`src/hdl/sme_pkg.sv`:
```
// Shared types and constants for the stack machine executor.
// Holds the word formats, opcode and status codes and the arithmetic unit interface.
// No dependencies.
package sme_pkg;

	localparam int STACK_DEPTH_DEF = 256;
	localparam int VALUE_BITS_DEF  = 32;
	localparam int FRAC_BITS       = 16;
	localparam int DEPTH_BITS      = 9;

	localparam logic [DEPTH_BITS-1:0] LIMIT_RESET = 9'd256;

	// Opcodes
	localparam logic [2:0] OP_PUSH = 3'd0;
	localparam logic [2:0] OP_MUL  = 3'd1;
	localparam logic [2:0] OP_ADD  = 3'd2;
	localparam logic [2:0] OP_SQRT = 3'd3;
	localparam logic [2:0] OP_OUT  = 3'd4;
	localparam logic [2:0] OP_HALT = 3'd5;

	// Status codes
	localparam logic [2:0] ST_OK      = 3'd0;
	localparam logic [2:0] ST_VALUE   = 3'd1;
	localparam logic [2:0] ST_FULL    = 3'd2;
	localparam logic [2:0] ST_SHORT   = 3'd3;
	localparam logic [2:0] ST_BADOP   = 3'd4;
	localparam logic [2:0] ST_NEGSQRT = 3'd5;
	localparam logic [2:0] ST_HALTED  = 3'd6;

	typedef enum logic [1:0] {
		AOP_ADD  = 2'd0,
		AOP_MUL  = 2'd1,
		AOP_SQRT = 2'd2
	} arith_op_t;

	typedef struct packed {
		logic      start;
		arith_op_t op;
	} arith_req_t;

	typedef struct packed {
		logic busy;
		logic done;
	} arith_sts_t;

	typedef struct packed {
		logic [2:0]         req_type;
		logic signed [31:0] operand;
	} req_t;

	typedef struct packed {
		logic [2:0]            status;
		logic signed [31:0]    out_value;
		logic [DEPTH_BITS-1:0] depth;
	} rsp_t;

endpackage

```
`src/hdl/sme_arith.sv`:
```
// Iterative arithmetic unit: saturating add, shift-add multiply and digit-by-digit
// square root, all sharing one adder. Depends on sme_pkg.
module sme_arith #(
	parameter int VALUE_BITS = sme_pkg::VALUE_BITS_DEF
) (
	input  logic                   clk,
	input  logic                   arst_n,
	input  sme_pkg::arith_req_t    req,
	input  logic [VALUE_BITS-1:0]  a,
	input  logic [VALUE_BITS-1:0]  b,
	output logic [VALUE_BITS-1:0]  result,
	output sme_pkg::arith_sts_t    sts
);

	localparam int VB   = VALUE_BITS;
	localparam int PW   = 2 * VB;
	localparam int SW   = PW + 1;
	localparam int RB   = (VB + sme_pkg::FRAC_BITS + 1) / 2;
	localparam int RW   = 2 * RB;
	localparam int REMW = RB + 3;
	localparam int QW   = PW - sme_pkg::FRAC_BITS;
	localparam int CW   = $clog2(VB + 1);

	localparam logic [VB-1:0] VMAX = {1'b0, {(VB-1){1'b1}}};
	localparam logic [VB-1:0] VMIN = {1'b1, {(VB-1){1'b0}}};

	typedef enum logic [2:0] {
		A_IDLE = 3'b001,
		A_ITER = 3'b010,
		A_FIN  = 3'b100
	} astate_t;

	astate_t             state_q;
	sme_pkg::arith_op_t  op_q;
	logic [CW-1:0]       cnt_q;
	logic [PW-1:0]       acc_q;
	logic [VB-1:0]       mcd_q;
	logic [VB-1:0]       mpl_q;
	logic                neg_q;
	logic [RW-1:0]       rad_q;
	logic [RB-1:0]       root_q;
	logic [VB-1:0]       res_q;
	logic                done_q;

	logic [VB-1:0]   mag_a;
	logic [VB-1:0]   mag_b;
	logic [REMW-1:0] rem_sh;
	logic [REMW-1:0] trial;
	logic [QW-1:0]   q_w;
	logic [QW-1:0]   lim;
	logic [VB-1:0]   mag_q;
	logic [VB-1:0]   rootx;
	logic [SW-1:0]   add_x;
	logic [SW-1:0]   add_y;
	logic            add_sub;
	logic [SW-1:0]   add_s;
	logic            ge;

	assign mag_a = a[VB-1] ? (~a + 1'b1) : a;
	assign mag_b = b[VB-1] ? (~b + 1'b1) : b;

	// The square root remainder lives in the low bits of the accumulator.
	assign rem_sh = {acc_q[REMW-3:0], rad_q[RW-1 -: 2]};
	assign trial  = REMW'({root_q, 2'b01});

	assign q_w   = acc_q[PW-1:sme_pkg::FRAC_BITS];
	assign lim   = neg_q ? QW'(VMIN) : QW'(VMAX);
	assign mag_q = (q_w > lim) ? lim[VB-1:0] : q_w[VB-1:0];
	assign rootx = VB'(root_q);

	always_comb begin
		add_x   = '0;
		add_y   = '0;
		add_sub = 1'b0;
		case (state_q)
			A_ITER: begin
				if (op_q == sme_pkg::AOP_SQRT) begin
					add_x   = SW'(rem_sh);
					add_y   = SW'(trial);
					add_sub = 1'b1;
				end else begin
					add_x = {acc_q, 1'b0};
					add_y = mpl_q[VB-1] ? SW'(mcd_q) : '0;
				end
			end
			A_FIN: begin
				if (op_q == sme_pkg::AOP_ADD) begin
					add_x = SW'($signed(mcd_q));
					add_y = SW'($signed(mpl_q));
				end else begin
					// Applies the sign to the clamped product magnitude.
					add_y   = SW'(mag_q);
					add_sub = neg_q;
				end
			end
			default: begin
			end
		endcase
	end

	assign add_s = add_x + (add_sub ? ~add_y : add_y) + SW'(add_sub);
	assign ge    = ~add_s[SW-1];

	always_ff @(posedge clk or negedge arst_n) begin
		if (!arst_n) begin
			state_q <= A_IDLE;
			done_q  <= 1'b0;
		end else begin
			done_q <= 1'b0;
			case (state_q)
				A_IDLE: begin
					if (req.start) begin
						state_q <= (req.op == sme_pkg::AOP_ADD) ? A_FIN : A_ITER;
					end
				end
				A_ITER: begin
					if (cnt_q == CW'(1)) begin
						state_q <= A_FIN;
					end
				end
				A_FIN: begin
					done_q  <= 1'b1;
					state_q <= A_IDLE;
				end
				default: state_q <= A_IDLE;
			endcase
		end
	end

	always_ff @(posedge clk) begin
		case (state_q)
			A_IDLE: begin
				if (req.start) begin
					op_q   <= req.op;
					acc_q  <= '0;
					root_q <= '0;
					rad_q  <= RW'(a) << sme_pkg::FRAC_BITS;
					neg_q  <= a[VB-1] ^ b[VB-1];
					cnt_q  <= (req.op == sme_pkg::AOP_SQRT) ? CW'(RB) : CW'(VB);
					if (req.op == sme_pkg::AOP_ADD) begin
						mcd_q <= a;
						mpl_q <= b;
					end else begin
						mcd_q <= mag_a;
						mpl_q <= mag_b;
					end
				end
			end
			A_ITER: begin
				cnt_q <= cnt_q - 1'b1;
				if (op_q == sme_pkg::AOP_SQRT) begin
					acc_q  <= PW'(ge ? add_s[REMW-1:0] : rem_sh);
					root_q <= {root_q[RB-2:0], ge};
					rad_q  <= rad_q << 2;
				end else begin
					acc_q <= add_s[PW-1:0];
					mpl_q <= mpl_q << 1;
				end
			end
			A_FIN: begin
				case (op_q)
					sme_pkg::AOP_ADD: begin
						if (add_s[VB] != add_s[VB-1]) begin
							res_q <= add_s[VB] ? VMIN : VMAX;
						end else begin
							res_q <= add_s[VB-1:0];
						end
					end
					sme_pkg::AOP_MUL: res_q <= add_s[VB-1:0];
					default: res_q <= rootx[VB-1] ? VMAX : rootx;
				endcase
			end
			default: begin
			end
		endcase
	end

	assign result = res_q;
	assign sts    = {state_q != A_IDLE, done_q};

endmodule

```
`config.mk`:
```
export PLATFORM = sky130hd
export DESIGN_NAME = sme_arith
export DESIGN_NICKNAME = d
export VERILOG_FILES = /design/src/hdl/sme_pkg.sv /design/src/hdl/sme_arith.sv
export SDC_FILE = /design/constraint.sdc
export NUM_CORES = 1
export LEC_CHECK = 0
export ABC_AREA = 1
export BUFFER_PORTS_ARGS = -buffer_cell sky130_fd_sc_hd__clkbuf_2
export CORE_ASPECT_RATIO = 1.2
export CORE_MARGIN = 2
export CORE_UTILIZATION = 55
export CTS_CLUSTER_DIAMETER = 60
export DETAILED_ROUTE_END_ITERATION = 6
export PLACE_DENSITY_LB_ADDON = 0.1
export SLEW_MARGIN = 20
export SYNTH_ARGS = -nofsm -noshare
export SYNTH_HDL_FRONTEND = slang
export SYNTH_SLANG_ARGS = --single-unit
```
`constraint.sdc`:
```
create_clock -name clk -period 7.8 [get_ports clk]
set_input_delay 1.17 -clock clk [delete_from_list [all_inputs] [get_ports clk]]
set_output_delay 1.17 -clock clk [all_outputs]
set_load 0.05 [all_outputs]
```
# Word level (Yosys, flattened, before mapping)
# Cells that the tools add are included.
[totals]
register_bits = 245
input_bits = 69
out_inout_bits = 34
[classes]
n_addsub = 5
n_lt_le_gt_ge = 1
n_eq_ne = 13
muxes = 41
bitwise = 5
n_reduce_logical = 8
[op_table]
columns = ["operator", "n"]
rows = [
  ["32-bit 2-to-1 mux", 12],
  ["65-bit 2-to-1 mux", 4],
  ["65-bit one-hot mux with 2 select lines", 2],
  ["64-bit 2-to-1 mux", 2],
  ["32-bit one-hot mux with 2 select lines", 2],
  ["64-bit one-hot mux with 2 select lines", 1],
  ["48-bit 2-to-1 mux", 2],
  ["48-bit one-hot mux with 2 select lines", 1],
  ["65-bit by 1-bit adder with 65-bit output", 1],
  ["65-bit adder", 1],
  ["65-bit NOT", 1],
  ["32-bit by 1-bit adder with 32-bit output (second input constant)", 2],
  ["32-bit NOT", 2],
  ["48-bit by 32-bit > comparator with 1-bit output", 1],
  ["24-bit 2-to-1 mux", 2],
  ["24-bit one-hot mux with 2 select lines", 1],
  ["27-bit 2-to-1 mux", 1],
  ["6-bit 2-to-1 mux", 2],
  ["6-bit one-hot mux with 2 select lines", 1],
  ["3-bit 2-to-1 mux", 3],
  ["2-bit inequality test (second input constant)", 4],
  ["6-bit by 1-bit equality test with 1-bit output (second input constant)", 1],
  ["3-bit one-hot mux with 2 select lines", 1],
  ["2-bit AND reduction", 3],
  ["other kinds (15)", 20],
]

# Depth between registers and ports, before layout
[depth]
depth_word = 12
mapped_depth = 47
mapped_depth_nobuf = 46

# Worst setup path before layout
# No wires, ideal clock.
[synth_path]
path_kind = "reg2reg"
start = "register state_q[1]"
end = "register acc_q[6], data pin"
setup_ns = 0.264
arrival_time_ns = 5.760
required_time_ns = 7.536
slack_ns = 1.775
stages_incl_launch_ff = 20
n_path_buf = 1
period_less_slack_ns = 6.025
cell_sequence = "dfrtp_1 nor3_2 inv_2 nor2_8 inv_2 o21ai_1 ha_1 a21oi_1 inv_1 a21oi_1 nor4_1 a2111oi_0 o21ai_0 a21oi_1 nand2_2 xor2_2 nand2_4 buf_4 o21ai_1 a21oi_1"
[synth_between]
elab_chain_len = 9
elab_cells_between_ends = 13
classes_between = "add/sub: 2; eq/ne: 3; mux: 7; bitwise: 1"
[synth_rtl]
columns = ["element", "line", "text"]
rows = [
  ["start, declared", "sme_arith.sv:33", "astate_t state_q;"],
  ["start signal, assigned", "sme_arith.sv:113", "state_q <= (req.op == sme_pkg::AOP_ADD) ? A_FIN : A_ITER;"],
  ["3-bit equality test or 3-bit by 2-bit equality test with 1-bit output (tied branches)", "sme_arith.sv:75, sme_arith.sv:131", ""],
  ["65-bit one-hot mux with 2 select lines", "sme_arith.sv:75", "case (state_q)"],
  ["65-bit NOT", "sme_arith.sv:101", "assign add_s = add_x + (add_sub ? ~add_y : add_y) + SW'(add_sub);"],
  ["65-bit 2-to-1 mux", "sme_arith.sv:101", ""],
  ["65-bit adder", "sme_arith.sv:101", ""],
  ["65-bit by 1-bit adder with 65-bit output", "sme_arith.sv:101", ""],
  ["27-bit 2-to-1 mux", "sme_arith.sv:152", "acc_q <= PW'(ge ? add_s[REMW-1:0] : rem_sh);"],
  ["64-bit 2-to-1 mux", "sme_arith.sv:151", "if (op_q == sme_pkg::AOP_SQRT) begin"],
  ["64-bit one-hot mux with 2 select lines *", "sme_arith.sv:131", "case (state_q)"],
  ["end signal, assigned", "sme_arith.sv:152", ""],
  ["end signal, assigned", "sme_arith.sv:156", "acc_q <= add_s[PW-1:0];"],
  ["end, declared", "sme_arith.sv:36", "logic [PW-1:0] acc_q;"],
]
# Mark *: on every way between the ends. The rest lies on a longest branch, timed or not.
# A chain may end at the register's enable or synchronous reset.

# Worst setup path in the final report
[layout_path]
start = "register neg_q"
end = "register acc_q[18], data pin"
[layout_between]
elab_chain_len = 12
elab_cells_between_ends = 14
classes_between = "add/sub: 2; order compare: 1; mux: 10; bitwise: 1"
[layout_rtl]
columns = ["element", "line", "text"]
rows = [
  ["start, declared", "sme_arith.sv:39", "logic neg_q;"],
  ["start signal, assigned", "sme_arith.sv:138", "neg_q <= a[VB-1] ^ b[VB-1];"],
  ["32-bit 2-to-1 mux", "sme_arith.sv:67", "assign lim = neg_q ? QW'(VMIN) : QW'(VMAX);"],
  ["48-bit by 32-bit > comparator with 1-bit output", "sme_arith.sv:68", "assign mag_q = (q_w > lim) ? lim[VB-1:0] : q_w[VB-1:0];"],
  ["32-bit 2-to-1 mux", "sme_arith.sv:68", ""],
  ["65-bit 2-to-1 mux", "sme_arith.sv:87", "if (op_q == sme_pkg::AOP_ADD) begin"],
  ["65-bit one-hot mux with 2 select lines", "sme_arith.sv:75", ""],
  ["65-bit NOT", "sme_arith.sv:101", ""],
  ["65-bit 2-to-1 mux", "sme_arith.sv:101", ""],
  ["65-bit adder", "sme_arith.sv:101", ""],
  ["65-bit by 1-bit adder with 65-bit output *", "sme_arith.sv:101", ""],
  ["27-bit 2-to-1 mux", "sme_arith.sv:152", ""],
  ["64-bit 2-to-1 mux *", "sme_arith.sv:151", ""],
  ["64-bit one-hot mux with 2 select lines *", "sme_arith.sv:131", ""],
]
# Marks and branches as above.

==> metrics.log <==
[metrics] fraction of final layout cells with drive strength greater than 1: 0.103
[metrics] die height: 202 um
[metrics] Reg-to-Reg Start: neg_q$_DFFE_PP_
[metrics] total power density per cell area: 290 nW/um^2
[metrics] DRC violations left: 0
[metrics] TritonCTS Buffers: 27
[metrics] CTS tree: yes
[metrics] root buffer selected by CTS: sky130_fd_sc_hd__clkbuf_16
[metrics] hold buffer count at CTS: 0
[metrics] leakage power summed over all cells: 9.12 nW
[metrics] initial antenna violation count: 0
[metrics] count of placed standard cells including taps: 2,790
[metrics] post-layout min period: 6530 ps
[metrics] worst reg2reg path depth: 41
[metrics] number of hold-slack violations in the final timing report: 0
[metrics] part of the cycle the worst path needs: 0.837
[metrics] non-filler cells in the finished layout: 2,840
[metrics] antenna cell count: 0
[metrics] maximum number of pins on one net before global-route repair: 89
[metrics] Critical Setup Path Class: flip-flop to flip-flop
[metrics] Initial DRC Count: 1,394
[metrics] family with the most delay on the worst path: simple AND/OR/NAND/NOR gates
[metrics] number of buffers and inverters on the critical path: 5
[metrics] EDFF count, synth: 225
[metrics] endpoints failing setup: 0
[metrics] first-pass GRT wire length: 91.5 mm
[metrics] capture point of the critical path: acc_q[18]$_SDFFCE_PN0P_
[metrics] Setup TNS Final: 0 ps
[metrics] number of buffers inserted to repair setup after CTS: 0
[metrics] core region area: 32,200 um^2
[metrics] maximum net fanout on the critical path: 52
[metrics] GR Overflow Total: 0
[metrics] post-synthesis area per instance: 7.65 um^2
[metrics] worst reg2reg endpoint: acc_q[18]$_SDFFCE_PN0P_
[metrics] startpoint class of the critical path: flip-flop
[metrics] Routability Congestion: 1.02
[metrics] ranking of synthesized cells by area: sky130_fd_sc_hd__edfxtp_1, sky130_fd_sc_hd__nand2_1, sky130_fd_sc_hd__inv_1
[metrics] setup repair after global routing missed its margin: false
[metrics] Synth Cell Area: 17,900 um^2
[metrics] Die Span X: 169 um
[metrics] result of the run: completed
[metrics] number of top-level pins: 103
[metrics] Resized Gates After CTS: 0
[metrics] setup slack on the worst flop-to-flop path: 1270 ps
[metrics] Layout Skew: 21.6 ps
[metrics] Layout Nets: 2,582
[metrics] type of destination of the critical path: flip-flop
[metrics] count of vias placed by the detailed router: 16,682
[metrics] cell accounting for the most synthesized area: sky130_fd_sc_hd__edfxtp_1
[metrics] register share of total power: 0.417
[metrics] worst slew pin tran: 1070 ps
[metrics] area fraction of the dominant cell type after synthesis: 0.378
[metrics] buffers added on ports: 102
[metrics] Hold Path Class: input port to asynchronous set/reset pin
[metrics] number of clock sinks seen by CTS: 229
[metrics] Data arrival, critical path: 6820 ps
[metrics] number of synthesized register bits: 229
[metrics] post-detailed-route via-to-cell ratio: 5.87
[metrics] highest attainable clock frequency: 0.153 GHz
[metrics] Switching Fraction: 0.418
[metrics] Pint: 3.32 mW
[metrics] post-detailed-routing wire length: 59.6 mm
[metrics] NetSw: 2.39 mW
[metrics] Post-Synthesis Net Count: 2,507
[metrics] commonest register cell after synthesis: sky130_fd_sc_hd__edfxtp_1
[metrics] GRT Overall Usage: 0.350
[metrics] Area growth syn-to-layout: 10.0%
[metrics] share of synthesized area occupied by flip-flops and latches: 0.384
[metrics] insertion delay of the later-clocked pin in the worst-skew pair: 570 ps
[metrics] Slew HR: 0.285
[metrics] floorplan row count: 72
[metrics] CTS Buffer Depth: 3
[metrics] total iterations of the first detailed-routing run: 6
[metrics] Die ar.: 34,000 um^2
[metrics] fraction of registers with async set/reset: 0.0175
[metrics] post-CTS clock slew at the launch and capture registers of the worst setup and hold paths: 60 ps
[metrics] number of nets with antenna violations after detailed routing: 0
[metrics] number of maximum-capacitance constraint violations: 0
[metrics] Critical Path Max Stage Delay: 720 ps
[metrics] DP Wirelength: 47.1 mm
[metrics] Total Power Consumption: 5.71 mW
[metrics] final core occ: 0.612
[metrics] worst path required time: 8090 ps
[metrics] number of distinct standard cells referenced by the synthesized netlist: 63
[metrics] routed wire length per instance: 21.0 um
[metrics] fraction of power consumed by the clock network: 0.231
[metrics] first element of the critical path: neg_q$_DFFE_PP_
[metrics] number of logic stages on the critical path including buffering: 41
[metrics] Most Frequent Cell on Critical Path: sky130_fd_sc_hd__nand2_2
[metrics] count of warnings emitted by yosys: 0
[metrics] via count of the first global-routing pass: 16,239
[metrics] leading cell type in the layout, fill and taps excluded: sky130_fd_sc_hd__nand2_1
[metrics] effective utilization at floorplan: 0.556
[metrics] leading cell types in the layout, fill and taps excluded: sky130_fd_sc_hd__nand2_1, sky130_fd_sc_hd__inv_1, sky130_fd_sc_hd__nor2_1
[metrics] Crit-path slowest cell: sky130_fd_sc_hd__edfxtp_1
[metrics] total number of H-tree levels: 1
[metrics] count of pins over their slew limit: 0
[metrics] relative contribution of combinational cells to total power: 0.352
[metrics] number of cells produced by synthesis: 2,338
[metrics] Max VDD drop: 0.275 mV
==> routing by layer <==
metal | part of all wire | vias up | track usage | wire length [um]
li1 | - | 7995 | - | -
met1 | 0.38 | 7778 | 0.420 | 22800
met2 | 0.48 | 680 | 0.595 | 28700
met3 | 0.067 | 229 | 0.0537 | 4010
met4 | 0.070 | 0 | 0.207 | 4160
met5 | 0 | - | 0 | 0
==> synthesized netlist by cell type, drive strengths merged (2+ instances only) <==
cell and number:
nand2 539, inv 359, nor2 238, edfxtp 225
a21oi 183, o21ai 172, ha 99, xor2 93
nand3 90, clkbuf 51, nor3 31, o221ai 27
xnor2 27, buf 24, a31oi 22, a22oi 21
o211ai 17, o22ai 17, nor4 13, o21a 12
or2 12, nand4 11, nand3b 10, a21o 5
a21boi 4, a221oi 4, a211oi 3, a22o 3
a31o 3, dfrtp 3, nor3b 3, o21bai 3
nand2b 2, o31ai 2
==> sequential cells by signal, summed over array words and instances (netlist names) <==
name / count
acc_q: 64
cnt_q: 6
done_q: 1
mcd_q: 32
mpl_q: 32
neg_q: 1
op_q: 2
rad_q: 32
result: 32
root_q: 24
state_q: 3
==> area by class of cell <==
type,count,area (um^2)
clock buffer,28,679
clock inverter,21,226
fill,2982,12500
inverter,360,1350
multi-input combinational,1674,9370
sequential,229,6860
tap,407,509
timing repair buffer,121,673
==> worst register-to-register path, delay by kind of cell, from the launching register on <==
family                     cells  cell delay [ps]
and+or+nand+nor               28             2770
buffers and inverters          5              940
adders and majority gates      2              740
DFF                            1              720
AOI/OAI and AO/OA              4              670
xor gates and xnor gates       2              410
==> metrics by stage <==
step                setup WS, ps  hold slack, ps  cell area (um^2)
global placement            1320             502             18700
global route                 658             399             19700
CTS                         1010             388             19600
finish                      1270             402             19700
floorplan                   1780             494             17900
detailed placement          1070             508             18700
==> worst min-delay path by stage <==
stage / from / to / cells past startpoint
2_1_floorplan: rad_q[16]$_SDFFCE_PP0P_ / rad_q[18]$_DFFE_PP_ / 2
3_3_place_gp: rad_q[41]$_DFFE_PP_ / rad_q[43]$_DFFE_PP_ / 2
3_5_place_dp: rad_q[16]$_SDFFCE_PP0P_ / rad_q[18]$_DFFE_PP_ / 2
4_1_cts: arst_n / done_q$_DFF_PN0_ / 1
5_1_grt: arst_n / state_q[1]$_DFFE_PN0P_ / 1
6_report: arst_n / state_q[2]$_DFFE_PN0P_ / 1
==> power by group through the flow <==
stage / registers (mW) / clock network, mW / logic (mW)
2_1_floorplan: 2.29 / 0 / 1.31
3_3_place_gp: 2.39 / 0 / 1.94
3_5_place_dp: 2.40 / 0 / 1.97
4_1_cts: 2.38 / 1.32 / 1.98
5_1_grt: 2.41 / 1.37 / 2.20
6_report: 2.38 / 1.32 / 2.01
==> cell families (layout without fill, tap and decap cells) <==
kind of cell,after synthesis,after routing,share of synthesized area
adders and majority gates,100,100,0.0704
and+or+nand+nor,950,950,0.226
DFF,229,229,0.384
xor gates and xnor gates,120,120,0.0596
AOI/OAI and AO/OA,504,504,0.166
buffers and inverters,435,530,0.0945
Note: power is estimated with default switching activity, not from simulation.
